## config.mk

```make
export PLATFORM = sky130hd
export DESIGN_NAME = serial_clock_ram_chip_top_flat
export DESIGN_NICKNAME = d
export VERILOG_FILES = /design/src/sv/scrc_pkg.sv /design/src/sv/scrc_if.sv /design/src/sv/scrc_mem.sv /design/src/sv/scrc_ctrl.sv /design/src/sv/serial_clock_ram_chip_top.sv /design/src/flat_wrapper.sv
export SDC_FILE = /design/constraint.sdc
export NUM_CORES = 1
export LEC_CHECK = 0
export BUFFER_PORTS_ARGS = -buffer_cell sky130_fd_sc_hd__clkbuf_2
export CAP_MARGIN = 20
export CORE_MARGIN = 5
export CORE_UTILIZATION = 65
export DETAILED_ROUTE_END_ITERATION = 6
export PLACE_DENSITY = 0.78
export REMOVE_ABC_BUFFERS = 1
export SYNTH_ARGS = -nofsm -noshare
export SYNTH_HDL_FRONTEND = slang
export SYNTH_HIERARCHICAL = 1
export SYNTH_SLANG_ARGS = --single-unit
```

## constraint.sdc

```tcl
create_clock -name clock -period 7.8 [get_ports clock]
set_input_delay 1.17 -clock clock [delete_from_list [all_inputs] [get_ports clock]]
set_output_delay 1.17 -clock clock [all_outputs]
set_load 0.02 [all_outputs]
```

## src/sv/scrc_pkg.sv

```systemverilog
// Shared types and constants for the serial clock/RAM chip.
package scrc_pkg;

   localparam int MEM_DEPTH = 32;
   localparam int ADDR_W    = 5;
   localparam int BYTE_W    = 8;
   localparam int POS_W     = 5;
   localparam int CMD_W     = 16;

   // Command word layout
   localparam int READ_BIT  = 15;
   localparam int ADDR_HI   = 14;
   localparam int ADDR_LO   = 10;

   localparam logic [POS_W-1:0] POS_READ_MERGE = 5'd8;
   localparam logic [POS_W-1:0] POS_LAST_BIT   = 5'd15;
   localparam logic [POS_W-1:0] POS_LIMIT      = 5'd16;

   // Tick copies the counter bytes into the shadow bytes above them
   localparam int TIME_BYTES = 4;

   typedef enum logic [1:0] {
      CMD_PIN  = 2'd0,
      CMD_TICK = 2'd1,
      CMD_LOAD = 2'd2
   } cmd_type;

   typedef enum logic [1:0] {
      MEM_IDLE  = 2'd0,
      MEM_TICK  = 2'd1,
      MEM_WRITE = 2'd2
   } mem_kind_type;

   typedef struct packed {
      mem_kind_type            kind;
      logic [ADDR_W-1:0]       addr;
      logic [BYTE_W-1:0]       data;
   } mem_req_type;

   typedef struct packed {
      logic [1:0]              cmd;
      logic                    enable_pin;
      logic                    data_pin;
      logic                    clock_pin;
      logic [ADDR_W-1:0]       load_addr;
      logic [BYTE_W-1:0]       load_data;
   } item_type;

   typedef struct packed {
      logic                    data_out;
      logic                    write_done;
      logic [ADDR_W-1:0]       write_addr;
      logic [BYTE_W-1:0]       write_data;
   } result_type;

endpackage

```

## src/sv/scrc_if.sv

```systemverilog
// Valid/ready channel interfaces for request and response items.
interface scrc_req_if import scrc_pkg::*; ();
   logic              valid;
   logic              ready;
   logic [1:0]        cmd;
   logic              enable_pin;
   logic              data_pin;
   logic              clock_pin;
   logic [ADDR_W-1:0] load_addr;
   logic [BYTE_W-1:0] load_data;

   modport source (output valid, cmd, enable_pin, data_pin, clock_pin, load_addr, load_data,
                   input ready);
   modport sink   (input valid, cmd, enable_pin, data_pin, clock_pin, load_addr, load_data,
                   output ready);
endinterface

interface scrc_rsp_if import scrc_pkg::*; ();
   logic              valid;
   logic              ready;
   logic              data_out;
   logic              write_done;
   logic [ADDR_W-1:0] write_addr;
   logic [BYTE_W-1:0] write_data;

   modport source (output valid, data_out, write_done, write_addr, write_data, input ready);
   modport sink   (input valid, data_out, write_done, write_addr, write_data, output ready);
endinterface

```

## src/sv/scrc_mem.sv

```systemverilog
// 32-byte chip memory with clock tick counter and shadow copy.
module scrc_mem import scrc_pkg::*; #(
   parameter int TICK_BYTES = 3
) (
   input  logic              clock,
   input  logic              reset,
   input  mem_req_type       mem_req,
   input  logic [ADDR_W-1:0] rd_addr,
   output logic [BYTE_W-1:0] rd_data
);

   logic [BYTE_W-1:0] mem_ff [MEM_DEPTH];
   logic [BYTE_W-1:0] mem_in [MEM_DEPTH];
   logic [BYTE_W-1:0] tick_val [TIME_BYTES];
   logic [TIME_BYTES:0] carry;

   assign carry[0] = 1'b1;

   // little-endian counter over the low bytes
   for (genvar k = 0; k < TIME_BYTES; k++) begin : g_tick
      if (k < TICK_BYTES) begin : g_cnt
         assign tick_val[k]  = mem_ff[k] + {{(BYTE_W-1){1'b0}}, carry[k]};
         assign carry[k+1]   = carry[k] & (mem_ff[k] == {BYTE_W{1'b1}});
      end else begin : g_hold
         assign tick_val[k]  = mem_ff[k];
         assign carry[k+1]   = 1'b0;
      end
   end

   for (genvar e = 0; e < MEM_DEPTH; e++) begin : g_entry
      always_comb begin
         mem_in[e] = mem_ff[e];
         if (mem_req.kind == MEM_WRITE && mem_req.addr == ADDR_W'(e)) begin
            mem_in[e] = mem_req.data;
         end else if (mem_req.kind == MEM_TICK) begin
            if (e < TIME_BYTES) begin
               mem_in[e] = tick_val[e % TIME_BYTES];
            end else if (e < 2 * TIME_BYTES) begin
               mem_in[e] = tick_val[e % TIME_BYTES];
            end
         end
      end

      always_ff @(posedge clock) begin
         if (reset) begin
            mem_ff[e] <= '0;
         end else begin
            mem_ff[e] <= mem_in[e];
         end
      end
   end

   assign rd_data = mem_ff[rd_addr];

endmodule

```

## src/sv/scrc_ctrl.sv

```systemverilog
// Command shifter: pin edge detect, command assembly, read merge and write decode.
module scrc_ctrl import scrc_pkg::*; (
   input  logic              clock,
   input  logic              reset,
   input  logic              fire,
   input  item_type          item,
   input  logic [BYTE_W-1:0] rd_data,
   output logic [ADDR_W-1:0] rd_addr,
   output mem_req_type       mem_req,
   output result_type        result
);

   logic              last_clock_ff, last_clock_in;
   logic [POS_W-1:0]  bit_pos_ff, bit_pos_in;
   logic [CMD_W-1:0]  cmd_word_ff, cmd_word_in;

   logic              pos_active;
   logic              shift_ok;
   logic              rising;
   logic [3:0]        bit_idx;
   logic [CMD_W-1:0]  word_shift;
   logic [CMD_W-1:0]  word_merge;

   assign pos_active = bit_pos_ff < POS_LIMIT;
   assign bit_idx    = ~bit_pos_ff[3:0];
   assign rising     = item.clock_pin & ~last_clock_ff;
   assign shift_ok   = (bit_pos_ff < POS_READ_MERGE) | (pos_active & ~cmd_word_ff[READ_BIT]);

   always_comb begin
      word_shift = cmd_word_ff;
      if (shift_ok && item.data_pin) begin
         word_shift[bit_idx] = 1'b1;
      end
   end

   assign rd_addr = word_shift[ADDR_HI:ADDR_LO];

   always_comb begin
      word_merge = word_shift;
      if (word_shift[READ_BIT] && bit_pos_ff == POS_READ_MERGE) begin
         word_merge[BYTE_W-1:0] = word_shift[BYTE_W-1:0] | rd_data;
      end
   end

   always_comb begin
      last_clock_in = last_clock_ff;
      bit_pos_in    = bit_pos_ff;
      cmd_word_in   = cmd_word_ff;
      mem_req       = '{kind: MEM_IDLE, addr: '0, data: '0};
      result        = '0;
      unique case (cmd_type'(item.cmd))
         CMD_PIN: begin
            last_clock_in = item.clock_pin;
            if (item.enable_pin) begin
               bit_pos_in  = '0;
               cmd_word_in = '0;
            end else if (rising) begin
               cmd_word_in = word_merge;
               if (pos_active) begin
                  bit_pos_in = bit_pos_ff + POS_W'(1);
               end
               if (word_shift[READ_BIT]) begin
                  result.data_out = pos_active & word_merge[bit_idx];
               end else if (bit_pos_ff == POS_LAST_BIT) begin
                  result.write_done = 1'b1;
                  result.write_addr = rd_addr;
                  result.write_data = word_shift[BYTE_W-1:0];
                  mem_req = '{kind: MEM_WRITE, addr: rd_addr, data: word_shift[BYTE_W-1:0]};
               end
            end
         end
         CMD_TICK: begin
            mem_req.kind = MEM_TICK;
         end
         CMD_LOAD: begin
            mem_req = '{kind: MEM_WRITE, addr: item.load_addr, data: item.load_data};
         end
         default: begin
         end
      endcase
      if (!fire) begin
         mem_req.kind = MEM_IDLE;
      end
   end

   always_ff @(posedge clock) begin
      if (reset) begin
         last_clock_ff <= 1'b0;
         bit_pos_ff    <= '0;
         cmd_word_ff   <= '0;
      end else if (fire) begin
         last_clock_ff <= last_clock_in;
         bit_pos_ff    <= bit_pos_in;
         cmd_word_ff   <= cmd_word_in;
      end
   end

   // a write report never carries a read bit
   a_write_no_data: assert property (@(posedge clock) disable iff (reset)
      result.write_done |-> !result.data_out)
      else $error("write report with data bit set");

   // bit position saturates at sixteen
   a_pos_limit: assert property (@(posedge clock) disable iff (reset)
      bit_pos_ff <= POS_LIMIT)
      else $error("bit position past limit");

   // a bit position only moves on a pin item taken by the pipe
   a_pos_moves: assert property (@(posedge clock) disable iff (reset)
      !fire |=> $stable(bit_pos_ff) && $stable(cmd_word_ff))
      else $error("shifter state changed without an item");

endmodule

```

## src/sv/serial_clock_ram_chip_top.sv

```systemverilog
// Top level of the serial clock/RAM chip: item register, shifter, memory, result register.
//
// Serial clock/RAM chip with 32 bytes of battery memory.
// req_ch (sink): one item per handshake. cmd 0 is a sample of the enable,
//   data and clock pins; cmd 1 is a one-second tick that advances the low
//   TICK_BYTES bytes as a counter and copies bytes 0..3 into 4..7; cmd 2
//   presets one memory byte. cmd 3 is ignored and answers with zeros.
// rsp_ch (source): exactly one item per request item, in order: the serial
//   data bit returned on a read edge, and a report of any byte stored by a
//   serial write so the host side can save it.
// An accepted item waits in the item register until the result register can
//   take it; the shifter and memory then process it into the result register.
// Throughput: one item per cycle unless rsp_ch stalls; all per-item work is
//   a single pass of shift, one byte read and the tick carry chain between two registers.
// When rsp_ch is stalled the result register holds, the item register
//   still takes one more item, and then req_ch.ready drops until the
//   result is taken.
// Reset (synchronous, active high) clears both pipeline stages, the pin
//   edge detector, the command shifter and all 32 memory bytes at once.
module serial_clock_ram_chip_top import scrc_pkg::*; #(
   parameter int TICK_BYTES = 3
) (
   input  logic       clock,
   input  logic       reset,
   scrc_req_if.sink   req_ch,
   scrc_rsp_if.source rsp_ch
);

   // input stage
   logic        s1_valid_ff, s1_valid_in;
   item_type    s1_item_ff;

   // result stage
   logic        rsp_valid_ff, rsp_valid_in;
   result_type  rsp_res_ff;

   logic              adv;
   logic              fire;
   logic              req_take;
   result_type        result;
   mem_req_type       mem_req;
   logic [ADDR_W-1:0] rd_addr;
   logic [BYTE_W-1:0] rd_data;

   // the result stage can take a new result when empty or being drained
   assign adv      = !rsp_valid_ff || rsp_ch.ready;
   assign fire     = s1_valid_ff && adv;
   assign req_ch.ready = !s1_valid_ff || adv;
   assign req_take = req_ch.valid && req_ch.ready;

   always_comb begin
      s1_valid_in = s1_valid_ff;
      if (req_take) begin
         s1_valid_in = 1'b1;
      end else if (fire) begin
         s1_valid_in = 1'b0;
      end
      rsp_valid_in = rsp_valid_ff;
      if (fire) begin
         rsp_valid_in = 1'b1;
      end else if (rsp_ch.ready) begin
         rsp_valid_in = 1'b0;
      end
   end

   always_ff @(posedge clock) begin
      if (reset) begin
         s1_valid_ff  <= 1'b0;
         rsp_valid_ff <= 1'b0;
      end else begin
         s1_valid_ff  <= s1_valid_in;
         rsp_valid_ff <= rsp_valid_in;
      end
   end

   always_ff @(posedge clock) begin
      if (req_take) begin
         s1_item_ff <= '{cmd:        req_ch.cmd,
                         enable_pin: req_ch.enable_pin,
                         data_pin:   req_ch.data_pin,
                         clock_pin:  req_ch.clock_pin,
                         load_addr:  req_ch.load_addr,
                         load_data:  req_ch.load_data};
      end
      if (fire) begin
         rsp_res_ff <= result;
      end
   end

   scrc_ctrl u_ctrl (
      .clock   (clock),
      .reset   (reset),
      .fire    (fire),
      .item    (s1_item_ff),
      .rd_data (rd_data),
      .rd_addr (rd_addr),
      .mem_req (mem_req),
      .result  (result)
   );

   scrc_mem #(
      .TICK_BYTES (TICK_BYTES)
   ) u_mem (
      .clock   (clock),
      .reset   (reset),
      .mem_req (mem_req),
      .rd_addr (rd_addr),
      .rd_data (rd_data)
   );

   assign rsp_ch.valid      = rsp_valid_ff;
   assign rsp_ch.data_out   = rsp_res_ff.data_out;
   assign rsp_ch.write_done = rsp_res_ff.write_done;
   assign rsp_ch.write_addr = rsp_res_ff.write_addr;
   assign rsp_ch.write_data = rsp_res_ff.write_data;

   // both stages full and output stalled: no room for another item
   a_full_blocks: assert property (@(posedge clock) disable iff (reset)
      (s1_valid_ff && rsp_valid_ff && !rsp_ch.ready) |-> !req_ch.ready)
      else $error("item taken with pipeline full");

   // an accepted item always lands in the input stage
   a_take_lands: assert property (@(posedge clock) disable iff (reset)
      req_take |=> s1_valid_ff)
      else $error("accepted item lost");

   // a new result only appears after an item was processed
   a_rsp_source: assert property (@(posedge clock) disable iff (reset)
      $rose(rsp_valid_ff) |-> $past(s1_valid_ff))
      else $error("result without an item");

endmodule

```

## src/flat_wrapper.sv

```systemverilog
// flat-port wrapper written by rule: the top's interface ports become plain ports
module serial_clock_ram_chip_top_flat import scrc_pkg::*;
#(
   parameter int TICK_BYTES = 3
)
  (clock, reset, req_ch_valid, req_ch_cmd, req_ch_enable_pin, req_ch_data_pin, req_ch_clock_pin, req_ch_load_addr, req_ch_load_data, req_ch_ready, rsp_ch_valid, rsp_ch_data_out, rsp_ch_write_done, rsp_ch_write_addr, rsp_ch_write_data, rsp_ch_ready);
  scrc_req_if req_ch_i ();
  scrc_rsp_if rsp_ch_i ();
  input  logic clock;
  input  logic reset;
  input wire logic [$bits(req_ch_i.valid)-1:0] req_ch_valid;
  input wire logic [$bits(req_ch_i.cmd)-1:0] req_ch_cmd;
  input wire logic [$bits(req_ch_i.enable_pin)-1:0] req_ch_enable_pin;
  input wire logic [$bits(req_ch_i.data_pin)-1:0] req_ch_data_pin;
  input wire logic [$bits(req_ch_i.clock_pin)-1:0] req_ch_clock_pin;
  input wire logic [$bits(req_ch_i.load_addr)-1:0] req_ch_load_addr;
  input wire logic [$bits(req_ch_i.load_data)-1:0] req_ch_load_data;
  output wire logic [$bits(req_ch_i.ready)-1:0] req_ch_ready;
  output wire logic [$bits(rsp_ch_i.valid)-1:0] rsp_ch_valid;
  output wire logic [$bits(rsp_ch_i.data_out)-1:0] rsp_ch_data_out;
  output wire logic [$bits(rsp_ch_i.write_done)-1:0] rsp_ch_write_done;
  output wire logic [$bits(rsp_ch_i.write_addr)-1:0] rsp_ch_write_addr;
  output wire logic [$bits(rsp_ch_i.write_data)-1:0] rsp_ch_write_data;
  input wire logic [$bits(rsp_ch_i.ready)-1:0] rsp_ch_ready;
  assign req_ch_i.valid = req_ch_valid;
  assign req_ch_i.cmd = req_ch_cmd;
  assign req_ch_i.enable_pin = req_ch_enable_pin;
  assign req_ch_i.data_pin = req_ch_data_pin;
  assign req_ch_i.clock_pin = req_ch_clock_pin;
  assign req_ch_i.load_addr = req_ch_load_addr;
  assign req_ch_i.load_data = req_ch_load_data;
  assign req_ch_ready = req_ch_i.ready;
  assign rsp_ch_valid = rsp_ch_i.valid;
  assign rsp_ch_data_out = rsp_ch_i.data_out;
  assign rsp_ch_write_done = rsp_ch_i.write_done;
  assign rsp_ch_write_addr = rsp_ch_i.write_addr;
  assign rsp_ch_write_data = rsp_ch_i.write_data;
  assign rsp_ch_i.ready = rsp_ch_ready;
  serial_clock_ram_chip_top #(.TICK_BYTES(TICK_BYTES)) u_core (.clock(clock), .reset(reset), .req_ch(req_ch_i), .rsp_ch(rsp_ch_i));
endmodule
```

==> flow_results.org, run 1 <==
** Outcome
- The run finished with clean final reports.

** Floorplanning
- Vertical extent of the die :: around 160 µm
- Die Outline Area :: between 0.02 and 0.03 mm²
- Once the floorplan was initialized, standard cells occupied 66.0% of the core.
- In this run the horizontal extent of the chip is around 160 µm.
- Area of the core :: 0.0234 mm²
- Number of top-level pins :: 39
- In this run the core area contains 56 standard-cell rows.

** Route
- Aggregate routed wire length :: between 30000 and 40000 µm
- The first detailed-routing pass ran for 5 iterations.
- Routed length per instance :: around 24 µm
- In the routed design, unresolved DRC markers number 0.
- Using the TritonRoute via totals, the vias-per-cell ratio works out to 6.51.
- Antenna Nets Post-Route :: 0
- The detailed router placed 10.0k vias in this run.
- Initial drt markers :: approximately 1.1k

** Placement
- Prior to clock tree synthesis, the placed netlist has a worst setup slack of ~2.5 ns.
- Area of placed instances :: around 0.016 mm²
- The count of buffers added on input and output ports is 38.
- The congestion estimate from routability-driven global placement came to 0.930.
- Once detailed placement completed, the half-perimeter wirelength came to between 20000 and 25000 µm.

** Global routing
- The via count of the first global-routing pass came to slightly below 10k.
- Largest net degree at the start of global routing :: 65
- Overall overflow remaining after global route :: 0
- For this run, the total global-route usage over all layers was measured as about 28%.
- The number of antenna violations at the first check in global routing was 0.
- First-pass GRT wire length :: 57900 µm

** Finish
- Post-layout net count :: 1236
- Most common library cell in the layout ignoring fill and taps :: sky130_fd_sc_hd__edfxtp_1
- Antenna Diode Count :: 0
- In the layout the commonest cells are sky130_fd_sc_hd__edfxtp_1, sky130_fd_sc_hd__and2_1, sky130_fd_sc_hd__nor2_1, sky130_fd_sc_hd__mux4_2, sky130_fd_sc_hd__nand2_1.
- Cells fill roughly 72% of the core in the end.
- Final-layout fill cell count :: about 1.6k
- The post-route netlist has around 18% of its cells at a drive strength greater than 1.
- Syn-to-layout area delta :: 8.90%
- Final standard cell area without fillers :: roughly 0.017 mm²

** Clock tree
- Gates resized during post-CTS repair numbered 0.
- The clock passes through at most 3 buffers.
- Clock slew at reported path FFs :: 0.06 ns
- Clock tree from TritonCTS :: built
- The root buffer cell chosen for the clock tree is sky130_fd_sc_hd__clkbuf_16.
- For this design, the CTS-stage hold fixing added 0 buffers.
- Once the clock tree was built, the setup fixing pass inserted 0 buffers.
- Clock network latency to the later pin of the worst-skew pair :: roughly 0.56 ns
- H-tree depth reported by CTS :: 1
- Sinks on the clock net :: between 300 and 400
- Counting the buffers created by CTS gives 31.

** Setup path
- The largest single stage delay on the critical path is ~0.63 ns.
- The worst setup path is captured at a register.
- Reg-to-reg critical path startpoint :: u_core/u_ctrl/bit_pos_ff[0]
- The critical path in this run is classified as reg -> reg.
- Worst Path Max Fanout :: 33
- Counting both buffers and inverters, the worst setup path holds a total of 3.
- Flop-to-flop setup slack :: between 2 and 2.5 ns
- STA puts the critical path data required time at about 8.1 ns.
- Walking the worst path, the cells encountered are inv_1, ha_1, a21oi_1, clkinv_2, buf_4, mux4_2, mux4_2, mux2_2, mux2_1, a2111oi_1, a311o_1, or3_1, a311oi_2.
- Among the stages of the critical path, the cell type that occurs most often is sky130_fd_sc_hd__mux4_2.
- Cell with the largest stage delay on the worst path :: sky130_fd_sc_hd__clkinv_2
- The endpoint identified for the worst register-to-register timing path is u_core/rsp_ch.data_out.
- On the critical path the largest part of the delay comes from multiplexers.
- The worst setup path is launched from a register.
- Counting cells, the worst reg-to-reg path comes to 13.
- Endpoint arrival time on the critical path :: roughly 5.6 ns

** STA
- The total count of max-transition violations in the final report was 0.
- The worst path in the final design needs a cycle of 5.34 ns, including I/O delays and setup.
- Post-Route Hold Slack :: between 0.4 and 0.5 ns
- Setup violations remaining at the end of the flow were counted as 0.
- Setup repair after global routing missed its margin :: false
- Setup Skew :: between 0.015 and 0.02 ns
- Number of failing hold endpoints at the final stage :: 0
- Final period utilization :: about two thirds
- For the final routed database, the setup TNS stands at 0 ns.
- Based on the critical path, the design can be clocked at up to ~190 MHz.
- For the pin with the worst max-slew slack, the measured transition is around 1 ns.
- Headroom to the max-slew limit came out at 33.0%.
- Setup slack closes at about 2.5 ns.

** Yosys
- The most used flip-flop cell after synthesis is sky130_fd_sc_hd__edfxtp_1.
- Summing the areas of all fa, ha and maj instances in the mapped netlist gives roughly 1.1% of the synthesized area.
- Compound-gate portion of the synthesized area :: approximately 6.9%
- Post-synthesis sequential element count :: about 310
- Combinational family with the most area after synthesis :: simple AND/OR/NAND/NOR gates
- Number of warnings printed during yosys synthesis :: 6
- Synthesized instance count :: between 1k and 1.5k
- Summing the areas of all xor and xnor instances in the mapped netlist gives less than 1% of the synthesized area.
- Number of synthesized flops with an enable pin :: ~260
- Post-synthesis instance area :: 0.0154 mm²
- Fraction of registers with async set/reset :: 0%
- The share of the Yosys chip area taken by registers is 57.3%.
- Proportion of synthesized area in mux cells :: between 10% and 20%
- After synthesis, the netlist uses 67 different library cells.
- Synthesized-area fraction occupied by and/or/nand/nor cells :: 17.6%
- Each instance of the synthesized netlist takes up on average between 10 and 15 µm².

** Worst hold path
- Counting instances, the worst hold path has a depth of 2.
- For hold timing, the worst endpoint is u_core/u_ctrl/cmd_word_ff[13].
- Worst Hold Launch :: u_core/u_ctrl/cmd_word_ff[13]
- Classification of the worst-slack hold path :: reg -> reg

** Power and ir drop
- The analysis attributes to cell leakage a power of about 6.0 nW.
- VDD sags by at most 0.178 mV.
- Power Density :: between 200 and 250 mW/mm²

** Job
- Max Cap Violations :: 0
-- stage by stage --
stage                     total power, W  cells
final                            0.00351   1543
after global routing             0.00360   1543
after detailed placement         0.00205   1487
after global placement           0.00205   1487
after CTS                        0.00352   1543
after floorplan                  0.00198   1116
-- sequential cells by signal, summed over array words and instances, names as in the netlist --
register                     cells
u_core/rsp_ch.data_out           1
u_core/rsp_ch.valid              1
u_core/rsp_ch.write_addr         5
u_core/rsp_ch.write_data         8
u_core/rsp_ch.write_done         1
u_core/s1_item_ff               18
u_core/s1_valid_ff               1
u_core/u_ctrl/bit_pos_ff         5
u_core/u_ctrl/cmd_word_ff       16
u_core/u_ctrl/last_clock_ff      1
u_core/u_mem/mem_ff            256
-- cells by family (layout without fill, tap and decap cells) --
logic type                 Yosys count  in the layout
AOI/OAI and AO/OA                  163            163
xor gates and xnor gates            11             11
adders and majority gates           13             13
buffers and inverters               97            121
DFF                                313            313
muxes                              109            109
and+or+nand+nor                    494            494
-- worst max-delay path by stage --
stage | from | to | cells past startpoint
finish | u_core/u_ctrl/bit_pos_ff[0] | u_core/rsp_ch.data_out | 13
CTS | u_core/u_ctrl/bit_pos_ff[0] | u_core/rsp_ch.data_out | 13
global placement | u_core/u_ctrl/bit_pos_ff[0] | u_core/rsp_ch.data_out | 13
detailed placement | u_core/u_ctrl/bit_pos_ff[0] | u_core/rsp_ch.data_out | 13
floorplan | u_core/u_ctrl/bit_pos_ff[0] | u_core/rsp_ch.data_out | 12
global route | u_core/u_ctrl/bit_pos_ff[0] | u_core/rsp_ch.data_out | 13
-- layer usage --
layer / part of all wire [%] / GRT usage, %
met5: 0 / 0
met1: 39 / 39.1
met4: 3.0 / 8.12
met2: 49 / 46.5
met3: 9.2 / 5.37
-- cells in the mapped netlist (7+ instances only) --
cell / number / area share (%)
sky130_fd_sc_hd__a21o_1: 7 / 0.34
sky130_fd_sc_hd__a21oi_1: 41 / 1.3
sky130_fd_sc_hd__a22oi_1: 26 / 1.3
sky130_fd_sc_hd__a31oi_1: 22 / 0.89
sky130_fd_sc_hd__and2_1: 209 / 8.5
sky130_fd_sc_hd__and3_1: 8 / 0.32
sky130_fd_sc_hd__buf_2: 12 / 0.39
sky130_fd_sc_hd__buf_6: 7 / 0.51
sky130_fd_sc_hd__clkbuf_1: 58 / 1.4
sky130_fd_sc_hd__dfxtp_1: 56 / 7.3
sky130_fd_sc_hd__edfxtp_1: 257 / 50
sky130_fd_sc_hd__ha_1: 13 / 1.1
sky130_fd_sc_hd__inv_1: 12 / 0.29
sky130_fd_sc_hd__mux2_2: 9 / 0.66
sky130_fd_sc_hd__mux2i_1: 18 / 1.2
sky130_fd_sc_hd__mux4_2: 81 / 12
sky130_fd_sc_hd__nand2_1: 79 / 1.9
sky130_fd_sc_hd__nand2b_1: 12 / 0.49
sky130_fd_sc_hd__nand3_1: 30 / 0.97
sky130_fd_sc_hd__nand4_1: 9 / 0.36
sky130_fd_sc_hd__nor2_1: 90 / 2.2
sky130_fd_sc_hd__nor2b_1: 12 / 0.49
sky130_fd_sc_hd__nor3_1: 14 / 0.45
sky130_fd_sc_hd__o21a_1: 7 / 0.34
sky130_fd_sc_hd__o21ai_0: 21 / 0.68
sky130_fd_sc_hd__o21bai_1: 20 / 0.97
-- power breakdown --
| group | internal [W] | total [W] | switching, W |
|---|---|---|---|
| clock network | 0.000865 | 0.00148 | 0.000617 |
| logic | 0.0000425 | 0.000146 | 0.000104 |
| registers | 0.00186 | 0.00188 | 0.0000208 |
| total | 0.00276 | 0.00351 | 0.000741 |
-- tightest hold or removal path, stage by stage, from the launching register on --
cell,delay [ns]
sky130_fd_sc_hd__dfxtp_1,0.33
sky130_fd_sc_hd__a31oi_1,0.04
sky130_fd_sc_hd__nor2_1,0.07
-- area by class of cell --
class                      instances  area [µm²]  share of cell area, %
sequential                       313        8840                   52.6
multi-input combinational        790        6200                   36.9
tap                              319         399                   2.37
inverter                          13        50.0                  0.298
clock inverter                    13        87.6                  0.521
timing repair buffer              52         298                   1.77
clock buffer                      43         936                   5.57
Power figures use the tool's default switching activity.
==> run 2, diff against run 1 <==
Settings changed: CORE_UTILIZATION 65 to 57, PLACE_DENSITY 0.78 to 0.73.
Clock period 7.8 ns to 4.3 ns, I/O delays scaled along.
==> run 2 against run 1 <==
  * Sequential share of layout area decreased by 1.3 points
  * Die area increased by 13%
  * Clock skew increased by 0.0033 ns
  * Sequential power increased by 81%
  * Worst hold slack got worse by 0.23 ns
  * Worst setup slack got worse by 2.2 ns
  * Via count increased by 2.4%
  * First-iteration DRC count increased by 8.4%
  * Largest power group unchanged
==> flow_results.org, run 2 (synthesis results as in run 1) <==
** Outcome
- Result of the run :: completed

** Setup path
- Flop-to-flop setup slack :: 0.30 ns (-2.16 ns)
- Setup Crit Path Kind :: reg -> reg
- Nature of the critical path endpoint :: register
- Reg-to-reg critical path startpoint :: u_core/s1_item_ff[14]
- The required arrival time at the worst endpoint was 4.61 ns (-3.46 ns).
- Tracing the worst setup path back leads to its startpoint at u_core/s1_item_ff[14].
- The signal on the critical path passes through and4bb_2, a21oi_1, clkinv_2, buf_12, mux4_2, mux4_2, mux2_2, mux2_1, a2111oi_1, a311o_1, or3_1, a311oi_2.
- Cell with the largest stage delay on the worst path :: sky130_fd_sc_hd__mux4_2
- Maximum single-stage delay on the critical path :: 0.50 ns (-0.13 ns)
- Worst Path Max Fanout :: 27 (-18%)
- The worst setup path is launched from a register.
- Most prevalent standard cell on the critical path :: sky130_fd_sc_hd__mux4_2
- Endpoint arrival time on the critical path :: 4.31 ns (-1.30 ns)

** Global routing
- The via count of the first global-routing pass came to 10.2k (+2.8%).
- The global route total overflow is 0 (unchanged).
- First-pass GRT wire length :: 60100 µm (+3.9%)
- Largest net degree at the start of global routing :: 67 (+3.1%)
- Antenna violations before repair :: 4 (+4)
- Overall routing resource usage :: 25.3% (-3.0 points)

** Floorplanning
- The area of the die is 0.0305 mm² (+13%).
- Site Rows :: 60 (+7.1%)
- Effective utilization at floorplan :: 57.6% (-8.4 points)
- The die outline height was 175 µm (+6.4%).
- Die X-Extent :: 175 µm (+6.4%)
- Number of top-level pins :: 39 (unchanged)
- The area of the core is 0.0268 mm² (+15%).

** Route
- Vias per cell :: 6.30 (-3.1%)
- The number of remaining DRC errors is 0 (unchanged).
- The post-detailed-route wirelength per cell was 23.7 µm (-2.4%).
- The iteration-0 DRC count of the detailed router was 1207 (+8.4%).
- Antenna Nets Post-Route :: 0 (unchanged)
- Via count of the routed design :: 10.3k (+2.4%)
- The first-pass iteration count of the detailed router was 6 (+1).
- Aggregate routed wire length :: 38700 µm (+3.2%)

** Finish
- Largest register FFs :: 256 (unchanged)
- Commonest non-fill, non-tap cells in the layout :: sky130_fd_sc_hd__edfxtp_1, sky130_fd_sc_hd__and2_1, sky130_fd_sc_hd__nor2_1, sky130_fd_sc_hd__mux4_2
- The library cell used most frequently in the layout, excluding fill and tap cells, is sky130_fd_sc_hd__edfxtp_1.
- The fill cell total of the finished layout came to 1969 (+22%).
- The layout net count was 1302 (+5.3%).
- Share of final-layout standard cells stronger than drive strength 1 :: 21.6% (+3.7 points)
- Syn-to-layout area delta :: 11.6%
- The largest registers in the layout are u_core/u_mem/mem_ff x256, u_core/s1_item_ff x18, u_core/u_ctrl/cmd_word_ff x16.
- Register ranked first by flip-flop count :: u_core/u_mem/mem_ff

** STA
- Number of failing hold endpoints at the final stage :: 0 (unchanged)
- The post-route worst setup slack was 0.297 ns (-2.16 ns).
- Setup repair after global routing missed its margin :: false
- Number of slew-limit violations in the final report :: 0 (unchanged)
- The shortest period the worst path allows is 4.00 ns (-1.34 ns).
- Setup Skew :: 0.0195 ns (+0.00334 ns)
- The count of endpoints failing setup in the final report is 0 (unchanged).
- The final cycle utilization of the critical path was 93.1% (+25 points).
- Worst-Margin Slew :: 0.711 ns (-0.286 ns)
- The headroom to the max-slew limit was 52.4% (+19 points).
- The highest clock rate was 250 MHz (+33%).

** Power and ir drop
- Max rail drop VDD :: 0.309 mV (+73%)
- Power Density :: 357 mW/mm² (+71%)
- Static leakage power :: 6.23 nW (+4.6%)
- The overall power of the completed layout was 0.00616 W (+76%).

** Placement
- RePlAce Congestion :: 0.942 (+1.2%)
- Placement Setup Slack :: 0.336 ns (-2.14 ns)
- The number of port buffers came to 38 (unchanged).
- The post-detailed-placement half-perimeter wirelength was 26600 µm (+8.9%).

** Clock tree
- Post-CTS Resized :: 0 (unchanged)
- Number of buffers inserted by post-CTS setup repair :: 0 (unchanged)
- TritonCTS built the clock tree.
- Clock slew at reported path FFs :: 0.06 ns (about the same)
- Bufs on Longest Clock Path :: 3 (unchanged)
- The insertion delay to the later sink of the worst-skew pair is 0.57 ns (about the same).
- The number of H-tree branching levels is 1 (unchanged).
- Root buffer cell :: sky130_fd_sc_hd__clkbuf_16
- Clock buffer count from CTS :: 31 (unchanged)
- Sinks on the clock net :: 313 (unchanged)
- Hold-fix buffer count after cts :: 0 (unchanged)

** Worst hold path
- The path class of the tightest hold or removal check is in -> reg.
- Worst Hold Launch :: req_ch_load_data[0]

** Job
- The number of max-cap violations was 0 (unchanged).
run 2: cell count changes in the layout (fill, tap and decap cells not counted), moves of 2 or more:
cell,delta
sky130_fd_sc_hd__clkbuf_16,-4
sky130_fd_sc_hd__nor2b_2,+3
sky130_fd_sc_hd__clkbuf_1,+5
sky130_fd_sc_hd__buf_4,+64
sky130_fd_sc_hd__buf_12,+2
sky130_fd_sc_hd__nor2b_4,-3
sky130_fd_sc_hd__clkinv_2,-2
run 2: report_power, final:
part	switching, W	internal (W)
logic	0.000198	0.0000989
clock network	0.00109	0.00137
registers	0.0000327	0.00337
total	0.00132	0.00483
run 2: per-layer routing:
metal	GRT usage, %	wire [µm]	vias up
li1	-	-	4567
met1	35.9	16000	5129
met2	40.5	18100	481
met3	4.22	3160	94
met4	8.12	1380	6
met5	0	35	-
run 2: path summary, 6_finish.rpt:
check | endpoint | depth (start not counted)
hold / removal | u_core/s1_item_ff[0] | 1
hold reg to reg | u_core/u_ctrl/cmd_word_ff[6] | 2
setup / recovery | u_core/rsp_ch.data_out | 12
setup reg to reg | u_core/rsp_ch.data_out | 12
run 2: layout make-up:
class	count	area, µm²	area share [%]
antenna	1	2.50	0.0145
sequential	313	8840	51.3
inverter	13	50.0	0.291
tap	341	427	2.48
clock buffer	44	855	4.96
multi-input combinational	790	6180	35.9
clock inverter	11	52.6	0.305
timing repair buffer	118	818	4.75
run 2: critical path, delay by kind of cell (launching register included):
kind | cells | cell delay [ns]
and+or+nand+nor | 2 | 0.39
muxes | 4 | 1.53
AOI/OAI and AO/OA | 4 | 0.91
DFF | 1 | 0.39
buffers and inverters | 2 | 0.52
run 2: per-stage QoR:
stage	util, %	hold slack (ns)	instance area [µm²]	instances	setup TNS (ns)
floorplan	-	0.430	15000	1116	-105.78
global placement	60.9	0.450	16300	1575	0
detailed placement	60.9	0.453	16300	1575	0
CTS	64.3	0.231	17200	1630	0
global route	64.3	0.235	17200	1630	0
finish	64.3	0.250	17200	1631	0
